File: config.mk
export PLATFORM = sky130hd
export DESIGN_NAME = nat_wildcard_rule_lookup_core
export DESIGN_NICKNAME = d
export VERILOG_FILES = /design/src/rtl/core/nwrl_pkg.sv /design/src/rtl/core/nwrl_rule_mem.sv /design/src/rtl/core/nwrl_match_cmp.sv /design/src/rtl/core/nat_wildcard_rule_lookup_core.sv
export VERILOG_INCLUDE_DIRS = /design/src /design/src/rtl/core
export SDC_FILE = /design/constraint.sdc
export NUM_CORES = 2
export LEC_CHECK = 0
export ABC_AREA = 1
export BUFFER_PORTS_ARGS = -buffer_cell sky130_fd_sc_hd__buf_2
export CAP_MARGIN = 25
export CORE_MARGIN = 2
export CORE_UTILIZATION = 65
export CTS_BUF_LIST = sky130_fd_sc_hd__clkbuf_2 sky130_fd_sc_hd__clkbuf_4 sky130_fd_sc_hd__clkbuf_8
export CTS_CLUSTER_DIAMETER = 150
export DETAILED_ROUTE_END_ITERATION = 8
export PLACE_DENSITY = 0.8
export SYNTH_ARGS = -nofsm -noshare
export SYNTH_HDL_FRONTEND = slang
export SYNTH_SLANG_ARGS = --single-unit
File: constraint.sdc
create_clock -name i_clk -period 11.6 [get_ports i_clk]
set_clock_uncertainty 0.05 [all_clocks]
set_input_delay 2.32 -clock i_clk [delete_from_list [all_inputs] [get_ports i_clk]]
set_output_delay 2.32 -clock i_clk [all_outputs]
set_load 0.01 [all_outputs]
File: src/rtl/core/assert_macros.svh
// Assertion macros shared by the rule lookup core.
// Depends on a clock named i_clk and an active-low reset named i_rst_n in the user scope.
`ifndef ASSERT_MACROS_SVH
`define ASSERT_MACROS_SVH

// Same-cycle implication, checked only outside reset.
`define NWRL_ASSERT_IMP(label, ante, cons) \
    label: assert property (@(posedge i_clk) disable iff (!i_rst_n) (ante) |-> (cons)) \
        else $error("nwrl assertion failed");

// Next-cycle implication, checked only outside reset.
`define NWRL_ASSERT_NXT(label, ante, cons) \
    label: assert property (@(posedge i_clk) disable iff (!i_rst_n) (ante) |=> (cons)) \
        else $error("nwrl assertion failed");

`endif

File: src/rtl/core/nwrl_pkg.sv
// Package of the NAT wildcard rule lookup core: sizes, codes and payload types.
// Used by every module of the core; depends on nothing.
package nwrl_pkg;

    localparam int TABLE_DEPTH  = 16;
    localparam int ADDR_W       = (TABLE_DEPTH > 1) ? $clog2(TABLE_DEPTH) : 1;
    localparam int CNT_W        = $clog2(TABLE_DEPTH + 1);
    localparam int RULE_INDEX_W = 4;

    typedef enum logic [1:0] {
        OP_CLEAR  = 2'd0,
        OP_LOAD   = 2'd1,
        OP_LOOKUP = 2'd2
    } t_op;

    typedef enum logic [2:0] {
        ST_XLAT    = 3'd0,
        ST_NOMATCH = 3'd1,
        ST_STORED  = 3'd2,
        ST_FULL    = 3'd3,
        ST_CLEARED = 3'd4
    } t_status;

    typedef struct packed {
        logic [1:0]  op;
        logic [31:0] addr;
        logic [15:0] port;
        logic        addr_any;
        logic        port_any;
        logic [31:0] xlat_addr;
        logic [15:0] xlat_port;
    } t_req;

    typedef struct packed {
        t_status                   status;
        logic [31:0]               out_addr;
        logic [15:0]               out_port;
        logic [RULE_INDEX_W-1:0]   rule_index;
    } t_rsp;

    typedef struct packed {
        logic        port_any;
        logic        addr_any;
        logic [15:0] port;
        logic [31:0] addr;
    } t_match_entry;

    typedef struct packed {
        logic [15:0] port;
        logic [31:0] addr;
    } t_xlat_entry;

    typedef struct packed {
        logic              en;
        logic [ADDR_W-1:0] addr;
        t_match_entry      match;
        t_xlat_entry       xlat;
    } t_mem_wr;

    typedef struct packed {
        logic              en;
        logic [ADDR_W-1:0] addr;
    } t_mem_rd;

endpackage

File: src/rtl/core/nwrl_rule_mem.sv
// Rule memory of the lookup core: match and translation stores, one write and one read port.
// Depends on nwrl_pkg; the read data is registered.
module nwrl_rule_mem (
    input  logic                  i_clk,
    input  nwrl_pkg::t_mem_wr     i_wr,
    input  nwrl_pkg::t_mem_rd     i_rd,
    output nwrl_pkg::t_match_entry o_rd_match,
    output nwrl_pkg::t_xlat_entry  o_rd_xlat
);

    nwrl_pkg::t_match_entry match_mem [nwrl_pkg::TABLE_DEPTH];
    nwrl_pkg::t_xlat_entry  xlat_mem  [nwrl_pkg::TABLE_DEPTH];

    always_ff @(posedge i_clk) begin
        if (i_wr.en) begin
            match_mem[i_wr.addr] <= i_wr.match;
            xlat_mem[i_wr.addr]  <= i_wr.xlat;
        end
    end

    always_ff @(posedge i_clk) begin
        if (i_rd.en) begin
            o_rd_match <= match_mem[i_rd.addr];
            o_rd_xlat  <= xlat_mem[i_rd.addr];
        end
    end

endmodule

File: src/rtl/core/nwrl_match_cmp.sv
// Rule comparator of the lookup core: tests one stored rule against a flow key.
// Depends on nwrl_pkg; purely combinational.
module nwrl_match_cmp (
    input  nwrl_pkg::t_match_entry i_rule,
    input  logic [31:0]            i_key_addr,
    input  logic [15:0]            i_key_port,
    output logic                   o_hit
);

    logic addr_ok;
    logic port_ok;

    // A wildcard bit makes its half of the rule match any value.
    assign addr_ok = i_rule.addr_any || (i_rule.addr == i_key_addr);
    assign port_ok = i_rule.port_any || (i_rule.port == i_key_port);
    assign o_hit   = addr_ok && port_ok;

endmodule

File: src/rtl/core/nat_wildcard_rule_lookup_core.sv
// Top level of the NAT wildcard rule lookup core: command decode, scan sequencer, result register.
// Depends on nwrl_pkg, nwrl_rule_mem, nwrl_match_cmp and assert_macros.svh.

// A transaction is accepted when start is high while busy is low, and every transaction
// yields exactly one result, shown on o_rsp for a single cycle with o_valid high; the
// receiver cannot stall, so it must take each result in the cycle in which it appears.
// Clear, load and any lookup on an empty table answer in the cycle after acceptance and
// leave busy low, so such transactions may follow one another in every cycle. A lookup on
// a non-empty table walks the rules from the oldest to the newest through the single read
// port of the rule memory, one rule per cycle, and stops at the first matching rule, or
// after the newest stored rule when none matches. Busy is high while the walk lasts and
// drops in the cycle in which the result appears. The stores need no clearing pass after
// reset: only the rule count is reset, and entries at or beyond it are never read.

`include "assert_macros.svh"

module nat_wildcard_rule_lookup_core (
    input  logic           i_clk,
    input  logic           i_rst_n,
    input  logic           start,
    input  nwrl_pkg::t_req i_req,
    output logic           busy,
    output logic           o_valid,
    output nwrl_pkg::t_rsp o_rsp
);

    typedef enum logic [1:0] {
        S_IDLE = 2'b01,
        S_SCAN = 2'b10
    } t_state;

    // Sequencer state and scan bookkeeping.
    t_state                         r_state, n_state;
    logic [nwrl_pkg::CNT_W-1:0]     r_count, n_count;
    logic [nwrl_pkg::CNT_W-1:0]     r_issue, n_issue;
    logic                           r_chk_vld;
    logic [nwrl_pkg::ADDR_W-1:0]    r_chk_idx;
    logic [31:0]                    r_key_addr, n_key_addr;
    logic [15:0]                    r_key_port, n_key_port;

    // Result register.
    logic                           r_valid, n_valid;
    nwrl_pkg::t_rsp                 r_rsp, n_rsp;

    nwrl_pkg::t_mem_wr              mem_wr;
    nwrl_pkg::t_mem_rd              mem_rd;
    nwrl_pkg::t_match_entry         rd_match;
    nwrl_pkg::t_xlat_entry          rd_xlat;
    logic                           hit;
    logic                           accept;
    logic                           last_rule;

    assign accept = start && !busy;
    assign busy   = (r_state == S_SCAN);

    nwrl_rule_mem u_mem (
        .i_clk      (i_clk),
        .i_wr       (mem_wr),
        .i_rd       (mem_rd),
        .o_rd_match (rd_match),
        .o_rd_xlat  (rd_xlat)
    );

    // The comparator sees the rule read in the previous cycle against the stored key.
    nwrl_match_cmp u_cmp (
        .i_rule     (rd_match),
        .i_key_addr (r_key_addr),
        .i_key_port (r_key_port),
        .o_hit      (hit)
    );

    // The rule under test is the newest one stored when its index is one below the count.
    assign last_rule = (nwrl_pkg::CNT_W'(r_chk_idx) == (r_count - nwrl_pkg::CNT_W'(1)));

    always_comb begin
        n_state    = r_state;
        n_count    = r_count;
        n_issue    = r_issue;
        n_key_addr = r_key_addr;
        n_key_port = r_key_port;
        n_valid    = 1'b0;
        n_rsp      = r_rsp;

        mem_wr.en    = 1'b0;
        mem_wr.addr  = r_count[nwrl_pkg::ADDR_W-1:0];
        mem_wr.match = '{port_any: i_req.port_any, addr_any: i_req.addr_any,
                         port: i_req.port, addr: i_req.addr};
        mem_wr.xlat  = '{port: i_req.xlat_port, addr: i_req.xlat_addr};
        mem_rd.en    = 1'b0;
        mem_rd.addr  = r_issue[nwrl_pkg::ADDR_W-1:0];

        case (r_state)
            S_IDLE: begin
                if (accept) begin
                    n_valid = 1'b1;
                    n_rsp   = '{status: nwrl_pkg::ST_NOMATCH, out_addr: '0, out_port: '0,
                                rule_index: '0};
                    case (i_req.op)
                        nwrl_pkg::OP_CLEAR: begin
                            n_count      = '0;
                            n_rsp.status = nwrl_pkg::ST_CLEARED;
                        end
                        nwrl_pkg::OP_LOAD: begin
                            if (r_count >= nwrl_pkg::CNT_W'(nwrl_pkg::TABLE_DEPTH)) begin
                                n_rsp.status = nwrl_pkg::ST_FULL;
                            end else begin
                                mem_wr.en        = 1'b1;
                                n_count          = r_count + nwrl_pkg::CNT_W'(1);
                                n_rsp.status     = nwrl_pkg::ST_STORED;
                                n_rsp.rule_index = nwrl_pkg::RULE_INDEX_W'(
                                    r_count[nwrl_pkg::ADDR_W-1:0]);
                            end
                        end
                        nwrl_pkg::OP_LOOKUP: begin
                            // An empty table misses at once; otherwise start the walk at
                            // the oldest rule.
                            if (r_count != '0) begin
                                n_valid     = 1'b0;
                                n_state     = S_SCAN;
                                n_key_addr  = i_req.addr;
                                n_key_port  = i_req.port;
                                mem_rd.en   = 1'b1;
                                mem_rd.addr = '0;
                                n_issue     = nwrl_pkg::CNT_W'(1);
                            end
                        end
                        default: begin
                            // The unused code changes nothing and reports no match.
                        end
                    endcase
                end
            end
            S_SCAN: begin
                if (r_chk_vld && hit) begin
                    n_valid = 1'b1;
                    n_rsp   = '{status: nwrl_pkg::ST_XLAT, out_addr: rd_xlat.addr,
                                out_port: rd_xlat.port,
                                rule_index: nwrl_pkg::RULE_INDEX_W'(r_chk_idx)};
                    n_state = S_IDLE;
                end else if (r_chk_vld && last_rule) begin
                    n_valid = 1'b1;
                    n_rsp   = '{status: nwrl_pkg::ST_NOMATCH, out_addr: '0, out_port: '0,
                                rule_index: '0};
                    n_state = S_IDLE;
                end else if (r_issue < r_count) begin
                    // Keep one read in flight so that a rule is tested in every cycle.
                    mem_rd.en = 1'b1;
                    n_issue   = r_issue + nwrl_pkg::CNT_W'(1);
                end
            end
            default: begin
                n_state = S_IDLE;
            end
        endcase
    end

    always_ff @(posedge i_clk) begin
        if (!i_rst_n) begin
            r_state   <= S_IDLE;
            r_count   <= '0;
            r_issue   <= '0;
            r_chk_vld <= 1'b0;
            r_valid   <= 1'b0;
        end else begin
            r_state   <= n_state;
            r_count   <= n_count;
            r_issue   <= n_issue;
            r_chk_vld <= mem_rd.en;
            r_valid   <= n_valid;
        end
    end

    always_ff @(posedge i_clk) begin
        if (mem_rd.en) begin
            r_chk_idx <= mem_rd.addr;
        end
        r_key_addr <= n_key_addr;
        r_key_port <= n_key_port;
        r_rsp      <= n_rsp;
    end

    assign o_valid = r_valid;
    assign o_rsp   = r_rsp;

    // Every accepted transaction either answers in the next cycle or holds the block busy.
    `NWRL_ASSERT_NXT(a_accept_progress, accept, (o_valid || busy))
    // A result never appears while a walk is still in progress.
    `NWRL_ASSERT_IMP(a_no_result_while_busy, busy, !o_valid)
    // The rule count never exceeds the table depth.
    `NWRL_ASSERT_IMP(a_count_bound, 1'b1, (r_count <= nwrl_pkg::CNT_W'(nwrl_pkg::TABLE_DEPTH)))
    // Only a translation carries a non-zero address or port.
    `NWRL_ASSERT_IMP(a_zero_unless_xlat, (o_valid && (o_rsp.status != nwrl_pkg::ST_XLAT)),
        ((o_rsp.out_addr == '0) && (o_rsp.out_port == '0)))

endmodule

==> summary.md <==
The run finished, with violations left. The checks that failed: slew limit. For the half-perimeter wire length after placement, the log shows 77000 um. The endpoint kind of the worst setup timing path was a flop. TritonCTS created 292 clock buffers. The logs give 6 for the detailed-routing iteration count for the pre-antenna-repair pass and 0.756 for the fraction of the yosys area taken by sequential cells. Setup repair after global routing left no endpoint under its margin. For the via count of the first global-routing pass, the log shows 41900. Counting every instance in the synthesized netlist gives 4641.

The tools report the number of design-rule violations left by the first detailed-router iteration as 5818. A synthesized cell averages 15.3 um2. STA classifies the critical path startpoint as an input port.

Setup slack on the worst reg-to-reg path comes out at 5.82 ns. For this run, the number of Yosys warnings is 0. No sink is reached through more buffers than the 4 on the longest clock path.

TritonCTS built the clock tree. The total global-route track usage was 0.304; the average wire per standard cell was 26.5 um. The final-layout worst hold slack came out at 0.452 ns. The worst register-to-register path begins at r_state[0].

In the routed design, unresolved DRC markers number 0. Clock-pin slew was measured on the worst setup and hold paths at 0.06 ns. The number of hold buffers added after CTS was 0.

Entering global routing, the biggest net connects 325 pins. The critical path is of the in -> reg type. For the number of max-slew violations in the final report, the log shows 122.

The logs give -0.0861 for the max-slew headroom at the worst pin and 4942 for the number of nets in the finished design. Dividing total power by cell area gives a power density of 168 nW/um2. The logs give 36 for the initial antenna violation count and 42 for the distinct cell type count of the synthesized netlist. Measured along the x axis, the die boundary spans 334 um. The tools report the worst hold path startpoint as r_state[1].

The number of port buffers is 159, and the routed via count divided by cell count is 6.60. 160 I/O pins were placed. The total overflow left after global routing is 0. The post-synthesis to final-layout area growth was 9.52%; the total power of the final layout was 13.0 mW.

Setup violations remaining at the end of the flow were counted as 0. The first global-routing pass estimated 253000 um of wire. Once placement completed, the tool counted placed cells totaling 5942.

The most common library cell in the layout ignoring fill and taps was edfxtp_1. The fraction of final layout cells sized beyond drive strength 1 was 0.176. The number of synthesized register bits is 1787, and the total of fill cells in the finished design is 6574. The number of H-tree levels was 5.

For hold timing, the worst endpoint is r_state[1]. The worst-case setup margin in the final layout was 5.18 ns; the number of standard-cell rows in the floorplan was 121. The tools report the worst path arrival time as 7.16 ns. The final worst-path cycle share works out to 0.554.

By area the synthesized netlist is led by edfxtp_1 75%, o221ai_1 3.5%, nand2_1 2.7%. The finished layout holds 6443 standard cells, fillers aside. The routed design could run at a clock period as short as 6.42 ns. The sequential cell area in the final layout was 53500 um2. The initial standard-cell utilization of the core came out at 0.653.

After routing the design area is 77600 um2. Summing all placed instances gives a cell area of 72200 um2. After detailed routing, the total wire length is 171000 um. The tools report the cell area after synthesis as 70800 um2. CTS placed an instance of clkbuf_8 at the clock tree root. The path class of the tightest hold or removal check is reg -> reg. The total area of multi-input combinational cells is 14600 um2, and the number of cells upsized or downsized after cts is 0.

The fraction of synthesized cell area taken by the top area cell type was 0.752; the area of the core was 108000 um2. The number of nets handed over by synthesis was 4756. The floorplan step set the die height to 334 um. The run gives 112000 um2 as the full die area. The tools report the pre-CTS worst setup slack as 4.33 ns. For the pin with the worst max-slew slack, the measured transition is 1.63 ns. The run gives 0 as the count of endpoints failing hold in the final timing report.

Cell type with the highest aggregate area in the netlist: edfxtp_1. For this design the static power due to leakage is 24.9 nW. The max-cap check violation count is 0, and the worst endpoint required time is 12.33 ns. The routed layout has 42500 vias. The number of cells on the worst reg-to-reg path is 15. The final total negative setup slack is 0 ns, and the clock net sink count is 1787. The largest fanout of any net on the critical path was 103; the remaining antenna violation count was 0. The run gives 0.716 as the final design utilization. The worst-case IR drop observed on VDD is 107 uV. The later pin in the worst-skew pair is clocked with a latency of 0.97 ns. The worst register-to-register path ends at u_mem.o_rd_xlat[25]. The hold path depth came out at 2.

The maximum clock rate was 156 MHz; the final weighted congestion of routability-driven global placement was 0.792. The library cells used most frequently in the layout, excluding fill and tap cells, are 1773 x edfxtp_1, 515 x nand2_1, 301 x nand3_1. In this run the post-CTS setup repair buffer count came out at 0.
[Yosys cell counts (all sizes together)]
master      n
dfxtp      14
inv       227
edfxtp   1773
buf       223
xor2        5
o221ai    393
a21oi     112
clkbuf    105
o21a        2
or2       196
ha         12
o21ai     298
nand2     521
o32ai       4
a211oi      1
nor2      122
a31oi       1
o2111ai     1
o211ai    294
o21bai      1
xnor2      25
nand4       3
nand3     302
nor3        6
[logic make-up (layout without fill, tap and decap cells)]
| kind of cell | Yosys count | after routing | synth area share |
|---|---|---|---|
| fa+ha+maj | 12 | 12 | 0.00212 |
| buf+inv | 555 | 923 | 0.0408 |
| simple gates | 1150 | 1150 | 0.0742 |
| flops | 1787 | 1787 | 0.756 |
| xor+xnor | 30 | 30 | 0.00371 |
| other cells | 0 | 20 | 0 |
| compound gates | 1107 | 1107 | 0.123 |
[worst max-delay path by stage]
stage,startpoint,end,slack (ns),depth (start not counted)
2_1_floorplan,start,u_mem.match_mem[0][0],3.71,8
3_3_place_gp,start,u_mem.o_rd_xlat[43],4.52,15
3_5_place_dp,start,u_mem.o_rd_xlat[25],4.33,15
4_1_cts,start,u_mem.o_rd_xlat[25],5.31,15
5_1_grt,start,u_mem.o_rd_xlat[25],4.89,15
6_report,start,u_mem.o_rd_xlat[25],5.18,15
[area by class of cell]
cell class	instances	share of cell area
flip-flops and latches	1787	0.690
multi-input cells	2299	0.188
clock buffers	376	0.0603
well taps	1414	0.0228
repair buffers	220	0.0194
inverters	227	0.0117
clock inverters	100	0.00694
diodes	20	0.000645
[critical path, cell delays in order]
cell      delay, ns
buf_2          0.09
inv_1          0.04
nor2_1         0.08
inv_1          0.08
nor2_2         0.21
nand2_8        0.16
nand2_8        0.51
buf_4          0.84
buf_4          0.82
buf_4          0.90
or2_2          0.25
o21ai_0        0.13
o211ai_2       0.23
nand3_1        0.10
nand2_1        0.11
[per-layer routing]
metal,share of wire,up-vias,GRT usage
met4,0.031,28,0.132
met2,0.49,2777,0.492
li1,-,18300,-
met1,0.37,21000,0.403
met3,0.11,400,0.0638
met5,0.0010,-,0
[sequential cells by signal, indices dropped and copies added, names as in the netlist]
name / cells
u_mem.match_mem: 800
u_mem.xlat_mem: 768
o_rsp: 55
u_mem.o_rd_match: 50
u_mem.o_rd_xlat: 48
r_key_addr: 32
r_key_port: 16
r_count: 5
r_issue: 5
r_chk_idx: 4
r_state: 2
o_valid: 1
r_chk_vld: 1
[report_power, final]
part           leakage [nW]  switching (mW)  total (mW)  internal [mW]
logic                  6.07           0.556       0.786          0.230
clock network          2.73            2.34        5.02           2.68
registers              16.1          0.0181        7.19           7.17
total                  24.9            2.92        13.0           10.1
(Power assumes the default switching activity.)
